**config.mk**
```make
export PLATFORM = sky130hd
export DESIGN_NAME = sorted_insert_priority_queue
export DESIGN_NICKNAME = d
export VERILOG_FILES = /design/src/rtl/core/sipq_pkg.sv /design/src/rtl/core/sipq_seq.sv /design/src/rtl/core/sipq_dp.sv /design/src/rtl/core/sorted_insert_priority_queue.sv
export SDC_FILE = /design/constraint.sdc
export NUM_CORES = 1
export LEC_CHECK = 0
export BUFFER_PORTS_ARGS = -buffer_cell sky130_fd_sc_hd__buf_2
export CAP_MARGIN = 20
export CORE_MARGIN = 2
export CORE_UTILIZATION = 56
export DETAILED_ROUTE_END_ITERATION = 8
export GPL_TIMING_DRIVEN = 0
export MAX_ROUTING_LAYER = met4
export PLACE_DENSITY_LB_ADDON = 0.1
export SYNTH_ARGS = -nofsm -noshare
export SYNTH_HDL_FRONTEND = slang
export SYNTH_SLANG_ARGS = --single-unit
```
**constraint.sdc**
```tcl
create_clock -name clock -period 6.12 [get_ports clock]
set_clock_uncertainty 0.05 [all_clocks]
set_input_delay 0.918 -clock clock [delete_from_list [all_inputs] [get_ports clock]]
set_output_delay 0.918 -clock clock [all_outputs]
set_load 0.005 [all_outputs]
```
**src/rtl/core/sipq_pkg.sv**
```systemverilog
// types, constants and microcode table of the sorted insert priority queue
package sipq_pkg;

   localparam int DEPTH        = 16;
   localparam int PRIO_BITS    = 8;
   localparam int PAYLOAD_BITS = 32;

   localparam int IDX_BITS = (DEPTH > 1) ? $clog2(DEPTH) : 1;
   localparam int CNT_BITS = $clog2(DEPTH + 1);
   localparam int SUM_BITS = $clog2(3 * DEPTH);

   // port field widths
   localparam int REQ_PRIO_W    = 8;
   localparam int REQ_PAYLOAD_W = 32;
   localparam int STATUS_W      = 2;
   localparam int FILL_W        = 5;
   localparam int REQ_DATA_W    = 40;
   localparam int RSP_DATA_W    = 48;

   // response word layout
   localparam int RSP_PRIO_LSB    = 0;
   localparam int RSP_PAYLOAD_LSB = 8;
   localparam int RSP_STATUS_LSB  = 40;
   localparam int RSP_FILL_LSB    = 42;

   typedef logic [IDX_BITS-1:0] idx_type;
   typedef logic [CNT_BITS-1:0] cnt_type;
   typedef logic [SUM_BITS-1:0] sum_type;

   typedef struct packed {
      logic [PRIO_BITS-1:0]    prio;
      logic [PAYLOAD_BITS-1:0] payload;
   } entry_type;

   // request kinds
   localparam logic REQ_ENQ = 1'b0;
   localparam logic REQ_DEQ = 1'b1;

   // status codes
   localparam logic [STATUS_W-1:0] ST_OK    = 2'd0;
   localparam logic [STATUS_W-1:0] ST_FULL  = 2'd1;
   localparam logic [STATUS_W-1:0] ST_EMPTY = 2'd2;

   // jump conditions
   localparam logic [2:0] C_NONE     = 3'd0;
   localparam logic [2:0] C_ACCEPT   = 3'd1;
   localparam logic [2:0] C_DEQ      = 3'd2;
   localparam logic [2:0] C_FULL     = 3'd3;
   localparam logic [2:0] C_EMPTY    = 3'd4;
   localparam logic [2:0] C_STOP     = 3'd5;
   localparam logic [2:0] C_RSP_FREE = 3'd6;

   // when the datapath ops of a step take effect
   localparam logic [1:0] EX_ALWAYS    = 2'd0;
   localparam logic [1:0] EX_TAKEN     = 2'd1;
   localparam logic [1:0] EX_NOT_TAKEN = 2'd2;

   // position register ops
   localparam logic [1:0] POS_KEEP  = 2'd0;
   localparam logic [1:0] POS_COUNT = 2'd1;
   localparam logic [1:0] POS_ONE   = 2'd2;
   localparam logic [1:0] POS_DEC   = 2'd3;

   // store write ops
   localparam logic [1:0] WR_NONE  = 2'd0;
   localparam logic [1:0] WR_SHIFT = 2'd1;
   localparam logic [1:0] WR_NEW   = 2'd2;

   // response kinds
   localparam logic [2:0] RK_NONE  = 3'd0;
   localparam logic [2:0] RK_OK    = 3'd1;
   localparam logic [2:0] RK_FULL  = 3'd2;
   localparam logic [2:0] RK_EMPTY = 3'd3;
   localparam logic [2:0] RK_DATA  = 3'd4;

   // program steps
   localparam int PC_BITS = 4;
   localparam logic [PC_BITS-1:0] S_IDLE      = 4'd0;
   localparam logic [PC_BITS-1:0] S_DISPATCH  = 4'd1;
   localparam logic [PC_BITS-1:0] S_ENQ_CHK   = 4'd2;
   localparam logic [PC_BITS-1:0] S_SHIFT     = 4'd3;
   localparam logic [PC_BITS-1:0] S_WR_NEW    = 4'd4;
   localparam logic [PC_BITS-1:0] S_RSP_OK    = 4'd5;
   localparam logic [PC_BITS-1:0] S_RSP_FULL  = 4'd6;
   localparam logic [PC_BITS-1:0] S_DEQ_CHK   = 4'd7;
   localparam logic [PC_BITS-1:0] S_RSP_DATA  = 4'd8;
   localparam logic [PC_BITS-1:0] S_RSP_EMPTY = 4'd9;

   typedef struct packed {
      logic [2:0]         cond;
      logic [PC_BITS-1:0] target;
      logic               hold;
      logic [1:0]         ex;
      logic               accept;
      logic [1:0]         pos_op;
      logic [1:0]         wr_op;
      logic               cnt_inc;
      logic               pop;
      logic [2:0]         rsp_kind;
   } uop_type;

   // gated commands from sequencer to datapath
   typedef struct packed {
      logic       accept;
      logic [1:0] pos_op;
      logic [1:0] wr_op;
      logic       cnt_inc;
      logic       pop;
      logic [2:0] rsp_kind;
   } cmd_type;

   // datapath status seen by the sequencer
   typedef struct packed {
      logic accept;
      logic is_deq;
      logic full;
      logic empty;
      logic stop;
      logic rsp_free;
   } flags_type;

   localparam uop_type UOP_NOP = '{
      cond: C_NONE, target: S_IDLE, hold: 1'b0, ex: EX_ALWAYS, accept: 1'b0,
      pos_op: POS_KEEP, wr_op: WR_NONE, cnt_inc: 1'b0, pop: 1'b0, rsp_kind: RK_NONE
   };

   function automatic uop_type ucode_rom(logic [PC_BITS-1:0] pc);
      uop_type w;
      w = UOP_NOP;
      unique case (pc)
         S_IDLE: begin
            w.cond   = C_ACCEPT;
            w.target = S_DISPATCH;
            w.hold   = 1'b1;
            w.accept = 1'b1;
            w.pos_op = POS_COUNT;
         end
         S_DISPATCH: begin
            w.cond   = C_DEQ;
            w.target = S_DEQ_CHK;
         end
         S_ENQ_CHK: begin
            w.cond   = C_FULL;
            w.target = S_RSP_FULL;
         end
         S_SHIFT: begin
            w.cond   = C_STOP;
            w.target = S_WR_NEW;
            w.hold   = 1'b1;
            w.ex     = EX_NOT_TAKEN;
            w.pos_op = POS_DEC;
            w.wr_op  = WR_SHIFT;
         end
         S_WR_NEW: begin
            w.wr_op   = WR_NEW;
            w.cnt_inc = 1'b1;
         end
         S_RSP_OK: begin
            w.cond     = C_RSP_FREE;
            w.target   = S_IDLE;
            w.hold     = 1'b1;
            w.ex       = EX_TAKEN;
            w.rsp_kind = RK_OK;
         end
         S_RSP_FULL: begin
            w.cond     = C_RSP_FREE;
            w.target   = S_IDLE;
            w.hold     = 1'b1;
            w.ex       = EX_TAKEN;
            w.rsp_kind = RK_FULL;
         end
         S_DEQ_CHK: begin
            w.cond   = C_EMPTY;
            w.target = S_RSP_EMPTY;
            w.pos_op = POS_ONE;
         end
         S_RSP_DATA: begin
            w.cond     = C_RSP_FREE;
            w.target   = S_IDLE;
            w.hold     = 1'b1;
            w.ex       = EX_TAKEN;
            w.pop      = 1'b1;
            w.rsp_kind = RK_DATA;
         end
         S_RSP_EMPTY: begin
            w.cond     = C_RSP_FREE;
            w.target   = S_IDLE;
            w.hold     = 1'b1;
            w.ex       = EX_TAKEN;
            w.rsp_kind = RK_EMPTY;
         end
         default: begin
            w.cond   = C_NONE;
            w.target = S_IDLE;
         end
      endcase
      return w;
   endfunction

   // ring slot of head plus offset, offset below twice the depth
   function automatic idx_type slot_at(idx_type head, sum_type off);
      sum_type s;
      s = SUM_BITS'(head) + off;
      if (s >= SUM_BITS'(2 * DEPTH)) begin
         s = s - SUM_BITS'(2 * DEPTH);
      end else if (s >= SUM_BITS'(DEPTH)) begin
         s = s - SUM_BITS'(DEPTH);
      end
      return IDX_BITS'(s);
   endfunction

endpackage

```
**src/rtl/core/sipq_seq.sv**
```systemverilog
// microcode sequencer: step counter, control store and jump logic
module sipq_seq (
   input  logic               clock,
   input  logic               reset,
   input  sipq_pkg::flags_type flags,
   output sipq_pkg::cmd_type   cmd
);

   logic [sipq_pkg::PC_BITS-1:0] pc_ff;
   logic [sipq_pkg::PC_BITS-1:0] pc_in;
   sipq_pkg::uop_type            uop;
   logic                         taken;
   logic                         exec;

   assign uop = sipq_pkg::ucode_rom(pc_ff);

   always_comb begin
      unique case (uop.cond)
         sipq_pkg::C_NONE:     taken = 1'b0;
         sipq_pkg::C_ACCEPT:   taken = flags.accept;
         sipq_pkg::C_DEQ:      taken = flags.is_deq;
         sipq_pkg::C_FULL:     taken = flags.full;
         sipq_pkg::C_EMPTY:    taken = flags.empty;
         sipq_pkg::C_STOP:     taken = flags.stop;
         sipq_pkg::C_RSP_FREE: taken = flags.rsp_free;
         default:              taken = 1'b0;
      endcase
   end

   always_comb begin
      unique case (uop.ex)
         sipq_pkg::EX_ALWAYS:    exec = 1'b1;
         sipq_pkg::EX_TAKEN:     exec = taken;
         sipq_pkg::EX_NOT_TAKEN: exec = !taken;
         default:                exec = 1'b0;
      endcase
   end

   always_comb begin
      if (taken) begin
         pc_in = uop.target;
      end else if (uop.hold) begin
         pc_in = pc_ff;
      end else begin
         pc_in = pc_ff + sipq_pkg::PC_BITS'(1);
      end
   end

   always_comb begin
      cmd.accept   = uop.accept;
      cmd.pos_op   = exec ? uop.pos_op : sipq_pkg::POS_KEEP;
      cmd.wr_op    = exec ? uop.wr_op : sipq_pkg::WR_NONE;
      cmd.cnt_inc  = exec & uop.cnt_inc;
      cmd.pop      = exec & uop.pop;
      cmd.rsp_kind = exec ? uop.rsp_kind : sipq_pkg::RK_NONE;
   end

   always_ff @(posedge clock) begin
      if (reset) begin
         pc_ff <= sipq_pkg::S_IDLE;
      end else begin
         pc_ff <= pc_in;
      end
   end

endmodule

```
**src/rtl/core/sipq_dp.sv**
```systemverilog
// datapath: entry store, ring pointers, shift position and response register
module sipq_dp (
   input  logic                                  clock,
   input  logic                                  reset,
   input  sipq_pkg::cmd_type                     cmd,
   output sipq_pkg::flags_type                   flags,
   input  logic                                  req_tvalid,
   input  logic [sipq_pkg::REQ_DATA_W-1:0]       req_tdata,
   input  logic                                  req_tuser,
   output logic                                  rsp_tvalid,
   input  logic                                  rsp_tready,
   output logic [sipq_pkg::RSP_DATA_W-1:0]       rsp_tdata,
   output logic                                  rsp_tuser
);

   sipq_pkg::entry_type mem [sipq_pkg::DEPTH];

   sipq_pkg::entry_type rd_ff;
   sipq_pkg::idx_type   head_ff;
   sipq_pkg::idx_type   head_in;
   sipq_pkg::cnt_type   count_ff;
   sipq_pkg::cnt_type   count_in;
   sipq_pkg::cnt_type   pos_ff;
   sipq_pkg::cnt_type   pos_in;
   logic                is_deq_ff;
   sipq_pkg::entry_type new_ff;

   logic                                 rsp_valid_ff;
   logic                                 rsp_flag_ff;
   logic [sipq_pkg::PRIO_BITS-1:0]       rsp_prio_ff;
   logic [sipq_pkg::PAYLOAD_BITS-1:0]    rsp_payload_ff;
   logic [sipq_pkg::STATUS_W-1:0]        rsp_status_ff;
   logic [sipq_pkg::FILL_W-1:0]          rsp_fill_ff;

   logic              accept;
   logic              rsp_free;
   logic              rsp_load;
   sipq_pkg::idx_type rd_addr;
   sipq_pkg::idx_type wr_addr;
   logic              wr_en;
   sipq_pkg::entry_type wr_data;
   logic [sipq_pkg::STATUS_W-1:0] status;

   assign accept   = req_tvalid & cmd.accept;
   assign rsp_free = !rsp_valid_ff || rsp_tready;
   assign rsp_load = (cmd.rsp_kind != sipq_pkg::RK_NONE);

   // request present, only tested at the step that takes a word
   assign flags.accept   = req_tvalid;
   assign flags.is_deq   = (is_deq_ff == sipq_pkg::REQ_DEQ);
   assign flags.full     = (count_ff >= sipq_pkg::CNT_BITS'(sipq_pkg::DEPTH));
   assign flags.empty    = (count_ff == '0);
   assign flags.stop     = (pos_ff == '0) || !(new_ff.prio < rd_ff.prio);
   assign flags.rsp_free = rsp_free;

   always_comb begin
      case (cmd.pos_op)
         sipq_pkg::POS_COUNT: pos_in = count_ff;
         sipq_pkg::POS_ONE:   pos_in = sipq_pkg::CNT_BITS'(1);
         sipq_pkg::POS_DEC:   pos_in = pos_ff - sipq_pkg::CNT_BITS'(1);
         default:             pos_in = pos_ff;
      endcase
   end

   always_comb begin
      count_in = count_ff;
      if (cmd.cnt_inc) begin
         count_in = count_ff + sipq_pkg::CNT_BITS'(1);
      end else if (cmd.pop) begin
         count_in = count_ff - sipq_pkg::CNT_BITS'(1);
      end
   end

   assign head_in = cmd.pop ? sipq_pkg::slot_at(head_ff, sipq_pkg::SUM_BITS'(1)) : head_ff;

   // entry just ahead of the position being filled
   assign rd_addr = sipq_pkg::slot_at(head_ff, sipq_pkg::SUM_BITS'(pos_in)
                                      + sipq_pkg::SUM_BITS'(sipq_pkg::DEPTH - 1));
   assign wr_addr = sipq_pkg::slot_at(head_ff, sipq_pkg::SUM_BITS'(pos_ff));
   assign wr_en   = (cmd.wr_op != sipq_pkg::WR_NONE);
   assign wr_data = (cmd.wr_op == sipq_pkg::WR_SHIFT) ? rd_ff : new_ff;

   always_ff @(posedge clock) begin
      if (wr_en) begin
         mem[wr_addr] <= wr_data;
      end
      rd_ff <= mem[rd_addr];
   end

   always_comb begin
      case (cmd.rsp_kind)
         sipq_pkg::RK_FULL:  status = sipq_pkg::ST_FULL;
         sipq_pkg::RK_EMPTY: status = sipq_pkg::ST_EMPTY;
         default:            status = sipq_pkg::ST_OK;
      endcase
   end

   always_ff @(posedge clock) begin
      pos_ff <= pos_in;
      if (accept) begin
         is_deq_ff      <= req_tuser;
         new_ff.prio    <= sipq_pkg::PRIO_BITS'(req_tdata[sipq_pkg::REQ_PRIO_W-1:0]);
         new_ff.payload <= sipq_pkg::PAYLOAD_BITS'(
            req_tdata[sipq_pkg::REQ_PRIO_W +: sipq_pkg::REQ_PAYLOAD_W]);
      end
      if (rsp_load) begin
         rsp_flag_ff   <= (cmd.rsp_kind == sipq_pkg::RK_DATA);
         rsp_status_ff <= status;
         rsp_fill_ff   <= sipq_pkg::FILL_W'(count_in);
         if (cmd.rsp_kind == sipq_pkg::RK_DATA) begin
            rsp_prio_ff    <= rd_ff.prio;
            rsp_payload_ff <= rd_ff.payload;
         end else begin
            rsp_prio_ff    <= '0;
            rsp_payload_ff <= '0;
         end
      end
   end

   always_ff @(posedge clock) begin
      if (reset) begin
         head_ff      <= '0;
         count_ff     <= '0;
         rsp_valid_ff <= 1'b0;
      end else begin
         head_ff  <= head_in;
         count_ff <= count_in;
         if (rsp_load) begin
            rsp_valid_ff <= 1'b1;
         end else if (rsp_tready) begin
            rsp_valid_ff <= 1'b0;
         end
      end
   end

   assign rsp_tvalid = rsp_valid_ff;
   assign rsp_tuser  = rsp_flag_ff;
   assign rsp_tdata  = {1'b0,
                        rsp_fill_ff,
                        rsp_status_ff,
                        sipq_pkg::REQ_PAYLOAD_W'(rsp_payload_ff),
                        sipq_pkg::REQ_PRIO_W'(rsp_prio_ff)};

endmodule

```
**src/rtl/core/sorted_insert_priority_queue.sv**
```systemverilog
// top level of the sorted insert priority queue
// A bounded priority queue of DEPTH entries kept sorted by ascending priority.
// req channel: one word per request; tuser selects enqueue (0) or dequeue (1),
// tdata carries the priority and payload of an entry to insert.
// rsp channel: exactly one word per request; tuser flags a returned entry,
// tdata carries its priority and payload, a status code and the fill count.
// An enqueue walks from the tail toward the head, moving one larger entry per
// cycle through the single store write port (k entries moved, at most
// DEPTH - 1), then writes the new entry and answers. A dequeue, or a
// rejected request, goes from its check step straight to its response step.
// The microcode program sets this order of steps.
// The finished response sits in an output register; a new request is taken
// while it waits, and the program holds at its response step only if the
// previous word has still not been taken.
// Reset empties the queue and clears both channels; the store contents are
// left as they are and only live entries are ever read.
module sorted_insert_priority_queue (
   input  logic        clock,
   input  logic        reset,
   input  logic        req_tvalid,
   output logic        req_tready,
   input  logic [39:0] req_tdata,  // entry_prio, entry_payload
   input  logic        req_tuser,  // req_type
   output logic        rsp_tvalid,
   input  logic        rsp_tready,
   output logic [47:0] rsp_tdata,  // out_prio, out_payload, status, fill_count, zero pad
   output logic        rsp_tuser   // out_valid
);

   sipq_pkg::cmd_type   cmd;
   sipq_pkg::flags_type flags;

   sipq_seq u_seq (
      .clock (clock),
      .reset (reset),
      .flags (flags),
      .cmd   (cmd)
   );

   sipq_dp u_dp (
      .clock      (clock),
      .reset      (reset),
      .cmd        (cmd),
      .flags      (flags),
      .req_tvalid (req_tvalid),
      .req_tdata  (req_tdata),
      .req_tuser  (req_tuser),
      .rsp_tvalid (rsp_tvalid),
      .rsp_tready (rsp_tready),
      .rsp_tdata  (rsp_tdata),
      .rsp_tuser  (rsp_tuser)
   );

   assign req_tready = cmd.accept;

endmodule

```
==> flow_summary.yaml <==
setup_path:
  slowest_stage: "clkbuf_1"
  crit_family: "buffers and inverters"
  crit_top_cell: "nand2_1"
  path_depth: 16
  crit_buf_inv: 4
  critPathKind: "reg2reg"
  worstPathRequired_ns: 6.57
  path_max_fanout: 10
  cp.arrival_ns: 6.22
  rr_worst_depth: 16
  cp_cell_sequence: "inv_1 > ha_1 > or2_1 > clkbuf_2 > nand2_1 > nand2_1 > a31oi_4 > nand2_1 > a2111oi_0 > a311oi_1 > ha_1 > clkbuf_1 > clkbuf_1 > mux4_2 > mux4_2 > mux2_2"
  crit_path_start_kind: "flip-flop"
  crit_path_end_kind: "flip-flop"
  critPathMaxStageDelay_ns: 0.82
layout:
  mostFrequentLayoutCells: "730 x edfxtp_1, 240 x mux4_2, 106 x buf_2"
  multi_input_area_um2: 8252
  area_delta_synth_final_pct: 17.04
  drive_gt1_share_pct: 39.66
  fillers: 3748
  final_common_cell: "edfxtp_1"
  regArea_um2: 23080
  final_cell_count_no_fill: 2605
  final_util_pct: 66.14
  nNetsFinal: 1854
  finalInstanceArea_um2: 37150
floorplanning:
  start_util_pct: 56.51
  core-area_um2: 56170
  die_h_um: 242.1
  die_w_um: 242.1
  dieArea_um2: 58600
  rows: 87
  ios: 96
cts:
  numCtsBuffers: 81
  cts_max_level: 3
  worstSkewPairLatency_ns: 0.62
  cts_root_buf: "clkbuf_16"
  cts_tree: "yes"
  clk_path_buf_depth: 3
  cts_setup_buffers: 0
  numClockSinks: 788
  cts.clk_slew.worst_paths_ns: 0.06
placed_design:
  dp_cells: 2457
  place_congestion: 0.9096
  port_buffers: 94
  dp_slack_ns: -1.032
  hpwl_um: 50280
  dpl_cell_area_um2: 34430
sta:
  relSlewSlack_pct: 25.60
  finalWorstSetupSlack_ns: 0.3501
  fin_tns_setup_ns: 0
  tightest_slew_ns: 1.112
  period_minus_slack_ns: 5.770
  clock.fmax_mhz: 173.3
  final_max_slew_viol_count: 0
  holdWs_ns: 0.4157
  rsz0062_at_grt: "no"
  hold_violations: 0
  finalSetupViolCount: 0
  finalCritPeriodShare_pct: 94.28
route:
  dr_total_vias: 16200
  ant_nets: 0
  drc: 0
  dr.pass1.iters: 5
  wl_um: 74040
  drt_iter0_drc: 1612
  post_drt_wl_per_cell_um: 28.42
  via_per_inst: 6.220
synthesis:
  synth_top_family_by_area: "multiplexers"
  synth_xor_area_share_pct: 0.4691
  synth-edff-count: 730
  async_flop_share_pct: 0
  synth.avg_cell_area_um2: 21.30
  synth-seq-cells: 788
  synth_mux_area_share_pct: 19.92
  synthAdderAreaFrac_pct: 0.9933
  synth-simple-area-share_pct: 2.562
  seq_area_frac_synth_pct: 72.72
  synth-main-ff-cell: "edfxtp_1"
  syn_nets: 1559
  yosys_warnings: 0
  syn_inst: 1490
  synth-compound-area-share_pct: 1.695
  syn_area_um2: 31740
  ys_types: 57
power:
  power_mw: 18.08
  irDropWorstVdd_v: 0.0003898
  power.internal_mw: 12.52
  p_sw_mw: 5.557
  swShare_pct: 30.74
  comb_power_share_pct: 35.6
  leakagePower_nw: 12.61
  pwr_density_cell_nw_per_um2: 486.7
  pwr-share-clk_pct: 26.8
  p_seq_share_pct: 37.6
run_status:
  status: "finished clean"
global_routing:
  antenna_found_initial: 0
  grt-ovfl-total: 0
  grt_pass1_wl_um: 109300
  grtUsageTotal_pct: 26.73
  grt_pass1_vias: 16600
  grt_max_degree: 30
worst_hold_path:
  hold_path_depth: 1
  min_path_type: "in2reg"
flow_run:
  drv_cap: 0
final timing paths:
path                                     start                     end  slack, ns
worst min-delay path             req_tdata[19]         u_dp.new_ff[11]       0.42
worst max register to register  u_seq.pc_ff[0]          u_dp.rd_ff[20]       0.35
worst max-delay path            u_seq.pc_ff[0]          u_dp.rd_ff[20]       0.35
worst min register to register   u_dp.rd_ff[4]  u_dp.rsp_payload_ff[4]       0.50
what timing repair did:
item,in CTS,in global routing
setup endpoints to repair,40,40
gates cloned,0,0
hold buffers,0,0
gates resized for setup,33,15
final cells by class:
cell class	instances	area share [%]
Antenna cell	1	0.006736
Buffer	83	1.300
Clock buffer	106	5.901
Clock inverter	40	1.074
Inverter	27	0.2728
Multi-Input combinational cell	590	22.21
Sequential cell	788	62.13
Tap cell	756	2.546
Timing Repair Buffer	214	4.554
cell usage after synthesis (11+ instances only):
master	instances	area, um2
mux4_2	240	5405
nand2_1	26	97.59
o21ai_0	25	125.1
mux2_2	78	878.3
ha_1	22	275.3
inv_1	27	101.4
nor3_1	15	75.07
nor2_1	25	93.84
a21oi_1	14	70.07
edfxtp_1	730	21920
xnor2_1	11	96.34
dfxtp_1	58	1161
clkbuf_1	54	202.7
nand3_1	13	65.06
buf_2	18	90.09
and3_1	43	269.0
metal layers:
metal / GRT usage [%] / share of wire, %
met3: 4.099 / 6.1
met5: - / 0
met1: 34.87 / 40
met4: 7.643 / 2.7
met2: 44.33 / 52
logic make-up after synthesis:
group / count (synthesis)
flops: 788
simple gates: 153
compound gates: 73
buf+inv: 112
mux: 322
fa+ha+maj: 24
xor+xnor: 17
other cells: 1
power by group through the flow:
stage | Clock, mW | Sequential, mW | Combinational [mW]
finish | 4.84 | 6.80 | 6.44
global route | 5.13 | 6.82 | 6.85
CTS | 4.92 | 6.79 | 6.44
detailed placement | 0 | 6.90 | 6.37
global placement | 0 | 6.95 | 6.05
floorplan | 0 | 6.84 | 4.54
registers in the layout, summed over array words and instances (netlist names), named ones only:
name	count
u_dp.count_ff	5
u_dp.head_ff	4
u_dp.is_deq_ff	1
u_dp.mem	640
u_dp.new_ff	40
u_dp.pos_ff	4
u_dp.rd_ff	40
u_dp.rsp_fill_ff	5
u_dp.rsp_payload_ff	32
u_dp.rsp_prio_ff	8
u_dp.rsp_status_ff	2
u_dp.rsp_tuser	1
u_dp.rsp_tvalid	1
u_seq.pc_ff	4
Note: power is estimated with default switching activity, not from simulation.
